## src/rtl/bfei_pkg.sv

```systemverilog
package bfei_pkg;

  localparam int MEM_BYTES_DEF = 1024;
  localparam int OFF_W         = 13;
  localparam int WID_W         = 6;
  localparam int VAL_W         = 32;
  localparam int WIN_W         = 40;
  localparam int SH_W          = 6;
  localparam int BIDX_W        = 11;
  localparam int BCNT_W        = 3;

  localparam logic [WID_W-1:0] FIELD_MAX = 6'd32;

  typedef enum logic {
    CMD_READ  = 1'b0,
    CMD_WRITE = 1'b1
  } cmd_t;

  typedef enum logic [1:0] {
    ST_OK    = 2'd0,
    ST_WIDTH = 2'd1,
    ST_RANGE = 2'd2
  } status_t;

  typedef enum logic {
    SHIFT_LEFT  = 1'b0,
    SHIFT_RIGHT = 1'b1
  } shift_dir_t;

  typedef enum logic [2:0] {
    S_CLEAR,
    S_IDLE,
    S_PREP_M,
    S_PREP_V,
    S_RUN,
    S_FINISH
  } state_t;

  function automatic logic [VAL_W-1:0] field_mask(input logic [WID_W-1:0] w);
    logic [VAL_W-1:0] m;
    if (w >= FIELD_MAX) begin
      m = '1;
    end else begin
      m = (VAL_W'(1) << w) - VAL_W'(1);
    end
    return m;
  endfunction

  function automatic logic [SH_W-1:0] byte_top(input logic [BCNT_W-1:0] k);
    return SH_W'(WIN_W - 1) - {k, 3'b000};
  endfunction

endpackage

```

## src/rtl/bfei_shift.sv

```systemverilog
module bfei_shift (
  input  logic [bfei_pkg::WIN_W-1:0] data,
  input  logic [bfei_pkg::SH_W-1:0]  amt,
  input  bfei_pkg::shift_dir_t       dir,
  output logic [bfei_pkg::WIN_W-1:0] result
);
  import bfei_pkg::*;

  always_comb begin
    case (dir)
      SHIFT_LEFT:  result = data << amt;
      SHIFT_RIGHT: result = data >> amt;
      default:     result = data;
    endcase
  end

endmodule
```

## config.mk

```make
export PLATFORM = sky130hd
export DESIGN_NAME = bfei_shift
export DESIGN_NICKNAME = d
export VERILOG_FILES = /design/src/rtl/bfei_pkg.sv /design/src/rtl/bfei_shift.sv
export SDC_FILE = /design/constraint.sdc
export NUM_CORES = 1
export LEC_CHECK = 0
export ABC_CLOCK_PERIOD_IN_PS = 10000
export BUFFER_PORTS_ARGS = -buffer_cell sky130_fd_sc_hd__buf_4
export CORE_MARGIN = 2
export CORE_UTILIZATION = 30
export DETAILED_ROUTE_END_ITERATION = 10
export MAX_ROUTING_LAYER = met4
export PLACE_DENSITY = 0.49
export SLEW_MARGIN = 25
export SYNTH_ARGS = -nofsm -noshare
export SYNTH_HDL_FRONTEND = slang
export SYNTH_SLANG_ARGS = --single-unit
```

## constraint.sdc

```tcl
create_clock -name vclk -period 10
set_clock_uncertainty 0.2 [all_clocks]
set_input_delay 3 -clock vclk [all_inputs]
set_output_delay 3 -clock vclk [all_outputs]
set_load 0.05 [all_outputs]
```

After elaboration in Yosys (flattened, before gate mapping)
Index checks and enable logic that the tools add are counted.

Output and inout bits: 40. Word-level logic and storage cells: 4. Register bits after elaboration: 0.

Bitwise operators: 1. Muxes and demuxes: 1. Shifts and indexed selects: 2.

Operators by type and width (count): $pmux W40 S2 (1); $shl A40 B6 Y40 (1); $shr A40 B6 Y40 (1); $not A1 Y1 (1).

Logic depth before layout (Yosys ltp)
Gate-level depths: netlist of the first run.

Depth after elaboration: 2. Mapped depth: 9. Mapped depth without buffers: 5.

Worst setup path before layout of the first run
Ideal clock, no wire load.

Kind: input to output. Start: input amt[2] (netlist bit). End: output result[17] (netlist bit). Cell stages on the path: 7. Slack: 1066 ps. Data arrival time: 5734 ps. Required time: 6800 ps. Cell sequence: buf_4 > clkinv_1 > buf_2 > buf_2 > mux2i_1 > a21oi_1 > nor4_1.

Cells in the longest elaborated chain, start to end: 2. Elaborated cells between the ends (all ways): 3. Those cells by class: 2 x shift; 1 x mux.

RTL lines: from (decl) (RTL line bfei_shift.sv:3) `input logic [bfei_pkg::SH_W-1:0] amt,`; $shr A40 B6 Y40 or $shl A40 B6 Y40 (tied branches) (RTL line bfei_shift.sv:12, bfei_shift.sv:11); $pmux W40 S2 (*) (RTL line bfei_shift.sv:10) `case (dir)`; to (decl) (RTL line bfei_shift.sv:5) `output logic [bfei_pkg::WIN_W-1:0] result`.

Every way passes the cells marked *; elsewhere a longest branch is shown, timed or not.

Final worst setup path of the first run
Start: input amt[0] (netlist bit). End: output result[32] (netlist bit).

The elaborated chain is that of the path after synthesis.

==> results.cfg, run 1 <==
[synth]
syn-num-nets = 628
synth_warnings = 0
yosysSeqAreaShare = 0
synth_area_leaders = mux4_2 (32%), mux2i_1 (11%), nand2_1 (7.2%), mux2_2 (5.7%), nor2_1 (4.1%)
synthTopCellsByCount = nand2_1 (94), mux4_2 (71), mux2i_1 (55), nor2_1 (54), clkbuf_1 (32)
yosysTopAreaCellShare = 0.324
synth_area_sq_mm = 0.00493
syn_inst = 581
synth.distinct_cells = 63
synth_largest_area_cell = mux4_2
avgSynthCellArea_sq_um = 8.49
synth_most_common_cell = nand2_1

[power_and_ir_drop]
switchingPower_mw = 0.246
p_per_area_mw_per_mm2 = 69.2
leakage_nw = 2.11
clockPowerShare = 0
irDropWorstVdd_mv = 0.0230
swShare = 0.638
pwr-share-comb = 1.000
p_seq_frac = 0
intPower_mw = 0.139
p_total_mw = 0.385

[final_layout]
n_antenna_cell = 0
final_util = 0.348
fillers = 1725
seq_area_sq_um = 0
seq_cell_count = 0
nets = 664
clock_buffers = 0
layout-drive-gt1-share = 0.333
area_growth_pct = 12.8

[placement]
place_congestion = 0.991
io_buffer_count = 87
place_hpwl_microns = 18200

[setup_path]
cp-end-kind = output port
max_stage_delay_ns = 0.79
crit_chain = buf_4 > buf_4 > mux4_2 > a2111oi_0 > o31ai_1 > buf_4
worst_ep_arrival_time_ns = 5.86
required_ns = 6.80
path_buf_inv = 3
crit_path_top_delay_cell = a2111oi_0
path_class = in2out
crit_family = buffers and inverters
crit_top_cell = buf_4
cp-start-kind = primary input
path_max_fanout = 42

[drt]
drc = 0
wl_microns = 23600
vias_per_cell = 6.86
vias = 5698
ant_nets = 0
drtIter0Drc = 864
first_pass_iters = 5
wl_per_cell_microns = 28.4

[sta]
relSlewSlack = 0.335
fmax_mhz = 110
rsz0062_at_grt = no
setup_viol = 0
finalHoldViolCount = 0
fin_crit_sh = 0.906
maxSlewViolCount = 0
setup_tns_ns = 0
worstMarginPinSlew_ns = 0.993
min_period_ns = 9.06

[floorplan]
die_area_sq_mm = 0.0175
die_h_microns = 132
die_w_microns = 132
rows = 46
io_pins = 87
start_util = 0.308
core_area_sq_mm = 0.0160

[global_route]
grt_max_degree = 79
grt_usage = 0.267
grt_pass1_wl_microns = 35300
grt_overflow_total = 0
grt_pass1_vias = 5415
grt_antenna_before_repair = 0

[clock_network]
cts_setup_buffers = 0
post_cts_resized = 0
ctsHoldBuffers = 0

[hold_path]
hold_class = in2out

[status]
status = completed

[flow_run]
drv_cap = 0
## path summary, 6_finish.rpt
path / endpoint / startpoint / depth (start not counted)
hold / removal: result[25] / amt[4] / 3
setup / recovery: result[32] / amt[0] / 6
## cell families (layout without fill, tap and decap cells)
kind of cell,after synthesis,count (layout),share of synthesized area
AOI/OAI and AO/OA,151,151,0.222
and+or+nand+nor,204,204,0.177
buffers and inverters,69,103,0.0786
muxes,157,157,0.522
## layer usage
metal	vias to the layer above	global-route usage	share of wire	routed length [microns]
met4	0	0.0800	0.033	783
met1	2790	0.390	0.43	10200
met3	46	0.0446	0.11	2650
li1	2406	-	-	-
met5	-	-	0	0
met2	456	0.376	0.42	9970
## layout by cell type, fill, tap and decap left out, types with 3 or more instances in the layout
cell type,Yosys,layout
a32oi_1,3,3
o22ai_1,11,11
mux4_1,5,5
a211oi_1,8,8
or2_2,3,3
nand2_1,94,94
o32ai_1,3,3
a22oi_1,9,9
inv_1,4,4
mux2_2,25,25
mux4_2,71,71
a221oi_1,8,8
a31oi_1,10,10
nand3_1,24,24
o21ai_0,19,19
o221ai_1,8,8
o31ai_1,5,5
mux2i_1,55,55
nor2b_1,5,5
nor2_1,54,54
inv_2,2,3
nor3_1,7,7
nand4_1,3,3
or3_1,4,4
a21oi_1,22,22
o211ai_1,16,16
buf_4,3,96
## area by class of cell
cell class         instances  area, sq um  share of cell area
inverters                  7         26.3             0.00472
multi-input cells        512         4540               0.817
well taps                216          270              0.0486
repair buffers            96          721               0.130
## per-stage QoR
stage / setup slack, ns / cell area (sq um) / std cells / hold slack, ns
6_report: 0.941 / 5560 / 831 / 6.38
5_1_grt: 0.764 / 5560 / 831 / 6.41
4_1_cts: 0.977 / 5560 / 831 / 6.39
3_5_place_dp: 0.990 / 5560 / 831 / 6.39
3_3_place_gp: 1.02 / 5560 / 831 / 6.39
2_1_floorplan: 1.07 / 4930 / 581 / 6.23
## power by group through the flow
stage / Combinational, mW / Sequential, mW / Clock [mW]
after floorplan: 0.254 / 0 / 0
after global placement: 0.376 / 0 / 0
after detailed placement: 0.374 / 0 / 0
after CTS: 0.375 / 0 / 0
after global routing: 0.401 / 0 / 0
final: 0.385 / 0 / 0
Note: power is estimated with default switching activity, not from simulation.
==> run 2: changes to the inputs <==
--- a/config.mk
+++ b/config.mk
@@ -5,13 +5,13 @@
 export SDC_FILE = /design/constraint.sdc
 export NUM_CORES = 1
 export LEC_CHECK = 0
-export ABC_CLOCK_PERIOD_IN_PS = 10000
+export ABC_CLOCK_PERIOD_IN_PS = 8870
 export BUFFER_PORTS_ARGS = -buffer_cell sky130_fd_sc_hd__buf_4
 export CORE_MARGIN = 2
-export CORE_UTILIZATION = 30
+export CORE_UTILIZATION = 48
 export DETAILED_ROUTE_END_ITERATION = 10
 export MAX_ROUTING_LAYER = met4
-export PLACE_DENSITY = 0.49
+export PLACE_DENSITY = 0.71
 export SLEW_MARGIN = 25
 export SYNTH_ARGS = -nofsm -noshare
 export SYNTH_HDL_FRONTEND = slang
==> constraint.sdc (replaced) <==
create_clock -name vclk -period 8.87
set_clock_uncertainty 0.2 [all_clocks]
set_input_delay 0.4435 -clock vclk [all_inputs]
set_output_delay 0.4435 -clock vclk [all_outputs]
set_load 0.05 [all_outputs]
==> run 2 against run 1 <==
  * First-iteration DRC count fell by 7.3%
  * Sequential share of layout area unchanged
  * Critical path depth grew 2
  * Via count increased by 0.12%
  * Critical endpoint unchanged
  * Routed wire length fell by 8.4%
  * Highest routed layer unchanged
  * Total power rose by 10%
  * Worst setup slack better by 3.8 ns
  * Cell area fell by 2.5%
  * Clock-buffer cell count stayed put
  * Combinational power grew 9.9%
==> results.cfg, run 2 (synthesis results as in run 1) <==
[drt]
vias = 5705
wl_per_cell_microns = 29.0
first_pass_iters = 6
vias_per_cell = 7.65
ant_nets = 0
wl_microns = 21600
drtIter0Drc = 801
drc = 0

[power_and_ir_drop]
clockPowerShare = 0
intPower_mw = 0.156
p_seq_frac = 0
pwr-share-comb = 1.000
leakage_nw = 2.08
p_per_area_mw_per_mm2 = 78.1
irDropWorstVdd_mv = 0.0500
p_total_mw = 0.423
switchingPower_mw = 0.268
swShare = 0.632

[final_layout]
fillers = 956
seq_area_sq_um = 0
clock_buffers = 0
final_cell_mix = nand2_1 (94), buf_4 (89), mux4_2 (71), mux2i_1 (55), nor2_1 (54)
layout-drive-gt1-share = 0.327
area_growth_pct = 9.94
seq_cell_count = 0
nets = 658
final_common_cell = nand2_1

[setup_path]
crit_top_cell = buf_4
cp-end-kind = output port
required_ns = 8.23
worst_ep_arrival_time_ns = 3.48
path_class = in2out
cp-start-kind = primary input
crit_path_start = amt[0]
path_max_fanout = 68
crit_chain = buf_4 > buf_6 > mux4_2 > mux2i_1 > nor2_1 > a2111oi_0 > o31ai_1 > buf_4
crit_path_top_delay_cell = buf_6
max_stage_delay_ns = 0.67

[sta]
rsz0062_at_grt = no
worstMarginPinSlew_ns = 0.926
setup_viol = 0
finalHoldViolCount = 0
min_period_ns = 4.13
maxSlewViolCount = 0
setup_tns_ns = 0
relSlewSlack = 0.383
fmax_mhz = 242
fin_crit_sh = 0.465

[floorplan]
die_h_microns = 105
start_util = 0.486
rows = 37
die_w_microns = 105
io_pins = 87
die_area_sq_mm = 0.0111
core_area_sq_mm = 0.0101

[global_route]
grt_max_degree = 79
use_met2 = 0.561
grt_usage = 0.392
grt_pass1_wl_microns = 32500
grt_util_met3 = 0.0730
use_met1 = 0.557
grt-busiest-layer = met2
grt_antenna_before_repair = 1
grt_pass1_vias = 5175
grt_overflow_total = 0

[placement]
place_congestion = 1.03
place_hpwl_microns = 15900
io_buffer_count = 87

[status]
status = completed

[hold_path]
hold_class = in2out
hold_start = amt[5]

[flow_run]
drv_cap = 0

[clock_network]
ctsHoldBuffers = 0
cts_setup_buffers = 0
post_cts_resized = 0
[run 2: power groups by stage]
stage / Clock (mW) / Combinational [mW] / Sequential (mW)
global placement: 0 / 0.408 / 0
global route: 0.0000000354 / 0.439 / 0
detailed placement: 0 / 0.409 / 0
floorplan: 0 / 0.286 / 0
CTS: 0 / 0.410 / 0
finish: 0.0000000362 / 0.423 / 0
[run 2: final cells by class]
cell class	instances	area, sq um	area share
Antenna cell	1	2.50	0.000461
Inverter	7	26.3	0.00485
Multi-Input combinational cell	512	4540	0.838
Tap cell	136	170	0.0314
Timing Repair Buffer	90	679	0.125
[run 2: worst paths after layout]
check,slack [ns],endpoint,depth (start not counted)
setup / recovery,4.74,result[32],8
hold / removal,1.34,result[26],3
[run 2: critical path, delay by kind of cell]
kind            cells  cell delay, ns
simple gates        1            0.06
compound gates      2            0.80
mux                 2            0.82
buf+inv             3            1.31
[run 2: routing by layer]
layer  share of wire  up-vias
met5               0        -
met4           0.043        0
met3            0.14       51
met2            0.43      563
met1            0.38     2689
li1                -     2402
[run 2: stage by stage]
| stage | setup slack (ns) | util | hold WS (ns) | instances | cell area, sq um |
|---|---|---|---|---|---|
| floorplan | 5.05 | - | 1.12 | 581 | 4930 |
| global placement | 4.56 | 0.534 | 1.32 | 745 | 5420 |
| detailed placement | 4.50 | 0.534 | 1.32 | 745 | 5420 |
| CTS | 4.49 | 0.534 | 1.32 | 745 | 5420 |
| global route | 4.59 | 0.535 | 1.36 | 746 | 5420 |
| finish | 4.74 | 0.535 | 1.34 | 746 | 5420 |
